$ cat src/hdl/srp_pkg.sv
// Shared types, constants and codes for the skyline rectangle packer.
package srp_pkg;

	localparam int MAX_SEGMENTS = 64;
	localparam int COORD_BITS   = 15;
	localparam int CNT_W        = $clog2(MAX_SEGMENTS + 1);
	localparam int COV_W        = COORD_BITS + 1;
	localparam int POS_W        = COORD_BITS - 1;
	localparam int ALLOC_W      = 16;
	localparam int CFG_IDX_W    = 2;

	localparam logic [COORD_BITS-1:0] ATLAS_LIMIT = COORD_BITS'(1 << (COORD_BITS - 1));
	localparam logic [COORD_BITS-1:0] ATLAS_RESET = COORD_BITS'(4096);

	localparam logic [CFG_IDX_W-1:0] REG_ATLAS_WIDTH  = CFG_IDX_W'(0);
	localparam logic [CFG_IDX_W-1:0] REG_ATLAS_HEIGHT = CFG_IDX_W'(1);

	localparam logic MODE_ALLOC = 1'b0;
	localparam logic MODE_CLEAR = 1'b1;

	typedef enum logic [1:0] {
		ST_OK        = 2'd0,
		ST_BAD_SIZE  = 2'd1,
		ST_NO_ROOM   = 2'd2,
		ST_STORE_FULL = 2'd3
	} status_t;

	typedef struct packed {
		logic [COORD_BITS-1:0] left;
		logic [COORD_BITS-1:0] height;
		logic [COORD_BITS-1:0] span;
	} seg_t;

	typedef struct packed {
		logic valid;
		seg_t seg;
	} strm_t;

	typedef struct packed {
		logic                  ok;
		logic [COORD_BITS-1:0] top;
		logic [CNT_W-1:0]      cnt;
		logic [COV_W-1:0]      cov;
	} res_t;

	typedef enum logic [2:0] {
		C_NOP    = 3'd0,
		C_LOAD   = 3'd1,
		C_SEARCH = 3'd2,
		C_QUAL   = 3'd3,
		C_RSHIFT = 3'd4,
		C_SSHIFT = 3'd5,
		C_SH_DN  = 3'd6,
		C_SH_UP  = 3'd7
	} cell_op_t;

	typedef struct packed {
		cell_op_t              op;
		logic [COORD_BITS-1:0] tw;
		logic [COORD_BITS-1:0] th;
		logic [COORD_BITS-1:0] ah;
		logic [CNT_W-1:0]      n;
		logic [CNT_W-1:0]      dst;
		logic                  wr0_en;
		logic [CNT_W-1:0]      wr0_idx;
		seg_t                  wr0_seg;
		logic                  wr1_en;
		logic [CNT_W-1:0]      wr1_idx;
		seg_t                  wr1_seg;
	} cell_ctl_t;

endpackage

$ cat src/hdl/srp_cell.sv
// One skyline cell: stored segment, streaming copy and fit accumulator.
module srp_cell (
	input  logic               clk,
	input  logic               arst_n,
	input  logic [srp_pkg::CNT_W-1:0] idx,
	input  srp_pkg::cell_ctl_t ctl,
	input  srp_pkg::seg_t      home_l,
	input  srp_pkg::seg_t      home_r,
	input  srp_pkg::strm_t     strm_r,
	input  srp_pkg::res_t      res_r,
	output srp_pkg::seg_t      home,
	output srp_pkg::strm_t     strm,
	output srp_pkg::res_t      res
);
	import srp_pkg::*;

	seg_t  home_q;
	strm_t strm_q;
	res_t  res_q;
	logic  fin;
	logic  in_list;

	assign fin     = res_q.cov >= {1'b0, ctl.tw};
	assign in_list = idx < ctl.n;

	// segment store: shifts and writes never share a cycle
	always_ff @(posedge clk) begin
		case (ctl.op)
			C_SH_DN: if (idx >= ctl.dst) home_q <= home_r;
			C_SH_UP: if (idx >= ctl.dst) home_q <= home_l;
			default: ;
		endcase
		if (ctl.wr0_en && idx == ctl.wr0_idx) home_q <= ctl.wr0_seg;
		if (ctl.wr1_en && idx == ctl.wr1_idx) home_q <= ctl.wr1_seg;
	end

	always_ff @(posedge clk or negedge arst_n) begin
		if (!arst_n) begin
			strm_q <= '0;
			res_q  <= '0;
		end else begin
			case (ctl.op)
				C_LOAD: begin
					strm_q.valid <= in_list;
					strm_q.seg   <= home_q;
					res_q        <= '0;
				end
				C_SEARCH: begin
					strm_q <= strm_r;
					if (!fin && strm_q.valid) begin
						if (strm_q.seg.height > res_q.top) res_q.top <= strm_q.seg.height;
						res_q.cov <= res_q.cov + {1'b0, strm_q.seg.span};
						res_q.cnt <= res_q.cnt + CNT_W'(1);
					end
				end
				C_QUAL: begin
					res_q.ok <= in_list && fin &&
						(({1'b0, res_q.top} + {1'b0, ctl.th}) <= {1'b0, ctl.ah});
				end
				C_RSHIFT: res_q  <= res_r;
				C_SSHIFT: strm_q <= strm_r;
				default: ;
			endcase
		end
	end

	assign home = home_q;
	assign strm = strm_q;
	assign res  = res_q;

endmodule

$ cat config.mk
export PLATFORM = sky130hd
export DESIGN_NAME = srp_cell
export DESIGN_NICKNAME = d
export VERILOG_FILES = /design/src/hdl/srp_pkg.sv /design/src/hdl/srp_cell.sv
export SDC_FILE = /design/constraint.sdc
export NUM_CORES = 1
export LEC_CHECK = 0
export BUFFER_PORTS_ARGS = -buffer_cell sky130_fd_sc_hd__buf_2
export CORE_AREA = 3 3 189 191
export DETAILED_ROUTE_END_ITERATION = 12
export DIE_AREA = 0 0 192 194
export PLACE_DENSITY = 0.57
export SLEW_MARGIN = 20
export SYNTH_ARGS = -nofsm -noshare
export SYNTH_HDL_FRONTEND = slang
export SYNTH_SLANG_ARGS = --single-unit
$ cat constraint.sdc
create_clock -name clk -period 8.1 [get_ports clk]
set_input_delay 2.025 -clock clk [delete_from_list [all_inputs] [get_ports clk]]
set_output_delay 2.025 -clock clk [all_outputs]
set_load 0.005 [all_outputs]
==> impl_metrics.ini <==
[status]
outcome = finished, final reports clean

[power_and_ir_drop]
ir_drop_v = 0.0001303
p_per_area_mw_per_mm2 = 200.6
p_leak_nw = 6.507

[clocking]
post_cts.repair.setup_buffers = 0
holdBufCountCts = 0
path_clk_slew_ns = 0.07
numCtsBuffers = 17
cts.path.max_buffers = 2
clkSinkCount = 130
cts_tree = yes
htreeDepth = 4
clk_latency_ns = 0.43
clock-root-buffer = clkbuf_16
cts_resized = 0

[route]
dr.pass1.iters = 5
avgRoutedWirePerCell_um = 18.38
vias_per_cell = 4.823
ant_nets = 0
drt_wl_total_um = 36930
num_vias = 9694
drt_first_iter_violations = 554
route.detailed.drc = 0

[sta]
maxSlewViolCount = 0
finalHoldViolations = 0
fmax_ghz = 0.1930
max_slew_margin_pct = 31.94
period_minus_slack_ns = 5.181
post-route-period-util_pct = 63.96
skew_ns = 0.01058
tightest_slew_ns = 1.021
setup_viol_count_final = 0
setup_tns_ns = 0
rsz0062_at_grt = no

[grt]
overflow = 0
grt_usage_pct = 19.05
grt_pass1_wl_um = 54810
antenna_found_initial = 7
grt_max_degree = 93
first_global_vias = 9543

[yosys]
yosys.area.top_type = dfrtp_1
synth_compound_area_share_pct = 19.02
synth-edff-count = 45
synth_cell_types = 59
synthMuxAreaShare_pct = 11.32
synth_seq_cells = 130
yosys.area_share.simple_pct = 12.63
yosysTopAreaCellShare_pct = 22.22
ys_top_cells_by_area = dfrtp_1 (22%), edfxtp_1 (14%), ha_1 (12%)
syn_inst = 1082
synth_fa_ha_area_share_pct = 12.05
yosysSeqAreaShare_pct = 36.34
async_flop_share_pct = 65.38
synth.net_count = 1525
synth_ff_type = dfrtp_1
synth_xor_area_share_pct = 3.111
avgSynthCellArea_um2 = 8.847
yosysWarningCount = 0
netlist_area_mm2 = 0.009573
synth_top_family_by_area = compound AO/OA/AOI/OAI gates

[critical_path]
cp_max_fo = 4
crit_type = primary input to register
end_kind = register
crit_arrival_ns = 5.53
start_kind = primary input
crit_required_ns = 8.45

[die]
io_pins = 482
initial_utilization_pct = 27.92
core_mm2 = 0.03429
fp.dieW_um = 192
design.die.area_mm2 = 0.03725
die_h_um = 194
rows = 68

[layout]
area_growth_syn_to_layout_pct = 36.56
fillers = 3578
final_area_mm2 = 0.01307
layout-drive-gt1-share_pct = 34.54
nets = 1979

[place]
gp_congestion = 0.9216
place_hpwl_um = 30050
io_buffers = 481
placed_cell_area_mm2 = 0.01246

[worst_hold_path]
min_path_type = register to register

[flow_run]
cap_violations = 0
==> cells in the final DEF, fill, tap and decap left out, types with 14 or more instances in the layout <==
master and n:
a22oi_1 18, inv_1 81, o21ai_0 82, buf_2 480
clkbuf_16 17, a21oi_1 143, a21o_1 14, xnor2_1 27
nor2_1 119, nand2_1 68, edfxtp_1 45, ha_1 89
dfrtp_1 85, mux2i_1 106
==> synth_stat cells (12+ instances only) <==
library cell	number
a21oi_1	143
nor2_1	121
mux2i_1	106
ha_1	89
dfrtp_1	85
o21ai_0	84
inv_1	81
nand2_1	69
edfxtp_1	45
clkbuf_1	38
xnor2_1	27
a22oi_1	18
a21o_1	14
nand4_1	13
nand3_1	12
==> sequential cells by signal (all words and copies together), names as in the netlist <==
signal and count:
strm 46, home 45, res 39
==> worst max-delay path: stages <==
cell and delay, ns:
buf_2 0.10, ha_1 0.29, inv_1 0.07, o31a_1 0.32, a211oi_1 0.60, nand2b_1 0.16, nand3b_1 0.12, a21oi_1 0.08
xnor2_1 0.14, ha_1 0.29, a21o_1 0.18, a21oi_1 0.17, nor3b_1 0.23, a31oi_1 0.12, or4_1 0.47, o21ai_0 0.16
==> through the flow <==
step                worst slack (ns)  instances  util, %  hold WS (ns)  power, mW
finish                         2.919       2010    38.13        0.5234      2.622
global route                   2.671       2009    38.12        0.5370      2.800
CTS                            2.909       2004    38.08        0.5272      2.649
detailed placement             2.484       1972    36.35        0.5200      1.839
global placement               2.633       1972    36.35        0.5067      1.819
floorplan                      1.628       1082        -        0.5117      1.444
==> cell families after synthesis <==
| kind of cell | after synthesis |
|---|---|
| buffers and inverters | 135 |
| muxes | 108 |
| adders and majority gates | 91 |
| AOI/OAI and AO/OA | 314 |
| DFF | 130 |
| and+or+nand+nor | 270 |
| xor gates and xnor gates | 34 |
==> area by class of cell <==
cell class                 count  area (µm²)  share of cell area, %
timing repair buffer         489        2470                  18.89
multi-input combinational    817        5643                  43.17
antenna                        6       15.01                 0.1149
sequential                   130        3478                  26.61
clock buffer                  18       429.2                  3.283
tap                          455       569.3                  4.355
clock inverter                14       163.9                  1.254
inverter                      81       304.0                  2.326
==> worst paths after layout <==
check / end / slack, ns / cells after the start / start
setup / recovery: res[38]$_DFFE_PN0P_ / 2.92 / 16 / ctl[138]
hold / removal: strm[36]$_DFFE_PN0P_ / 0.52 / 2 / strm[36]$_DFFE_PN0P_
setup reg to reg: res[38]$_DFFE_PN0P_ / 4.18 / 15 / res[26]$_DFFE_PN0P_
hold reg to reg: strm[36]$_DFFE_PN0P_ / 0.52 / 2 / strm[36]$_DFFE_PN0P_
max in group asynchronous: strm[33]$_DFFE_PN0P_ / 5.43 / 2 / arst_n
min in group asynchronous: res[6]$_DFFE_PN0P_ / 1.56 / 1 / arst_n
==> power by group <==
group | internal (mW) | switching (mW) | leakage (nW)
Combinational | 0.440 | 0.505 | 4.79
Sequential | 0.779 | 0.105 | 1.43
Clock | 0.482 | 0.310 | 0.286
==> per-layer routing <==
| metal | wire [µm] | track usage [%] |
|---|---|---|
| met5 | 11 | 0 |
| met3 | 2167 | 3.399 |
| met2 | 18070 | 32.41 |
| met1 | 15870 | 24.45 |
| met4 | 821 | 5.990 |
Power figures use the tool's default switching activity.
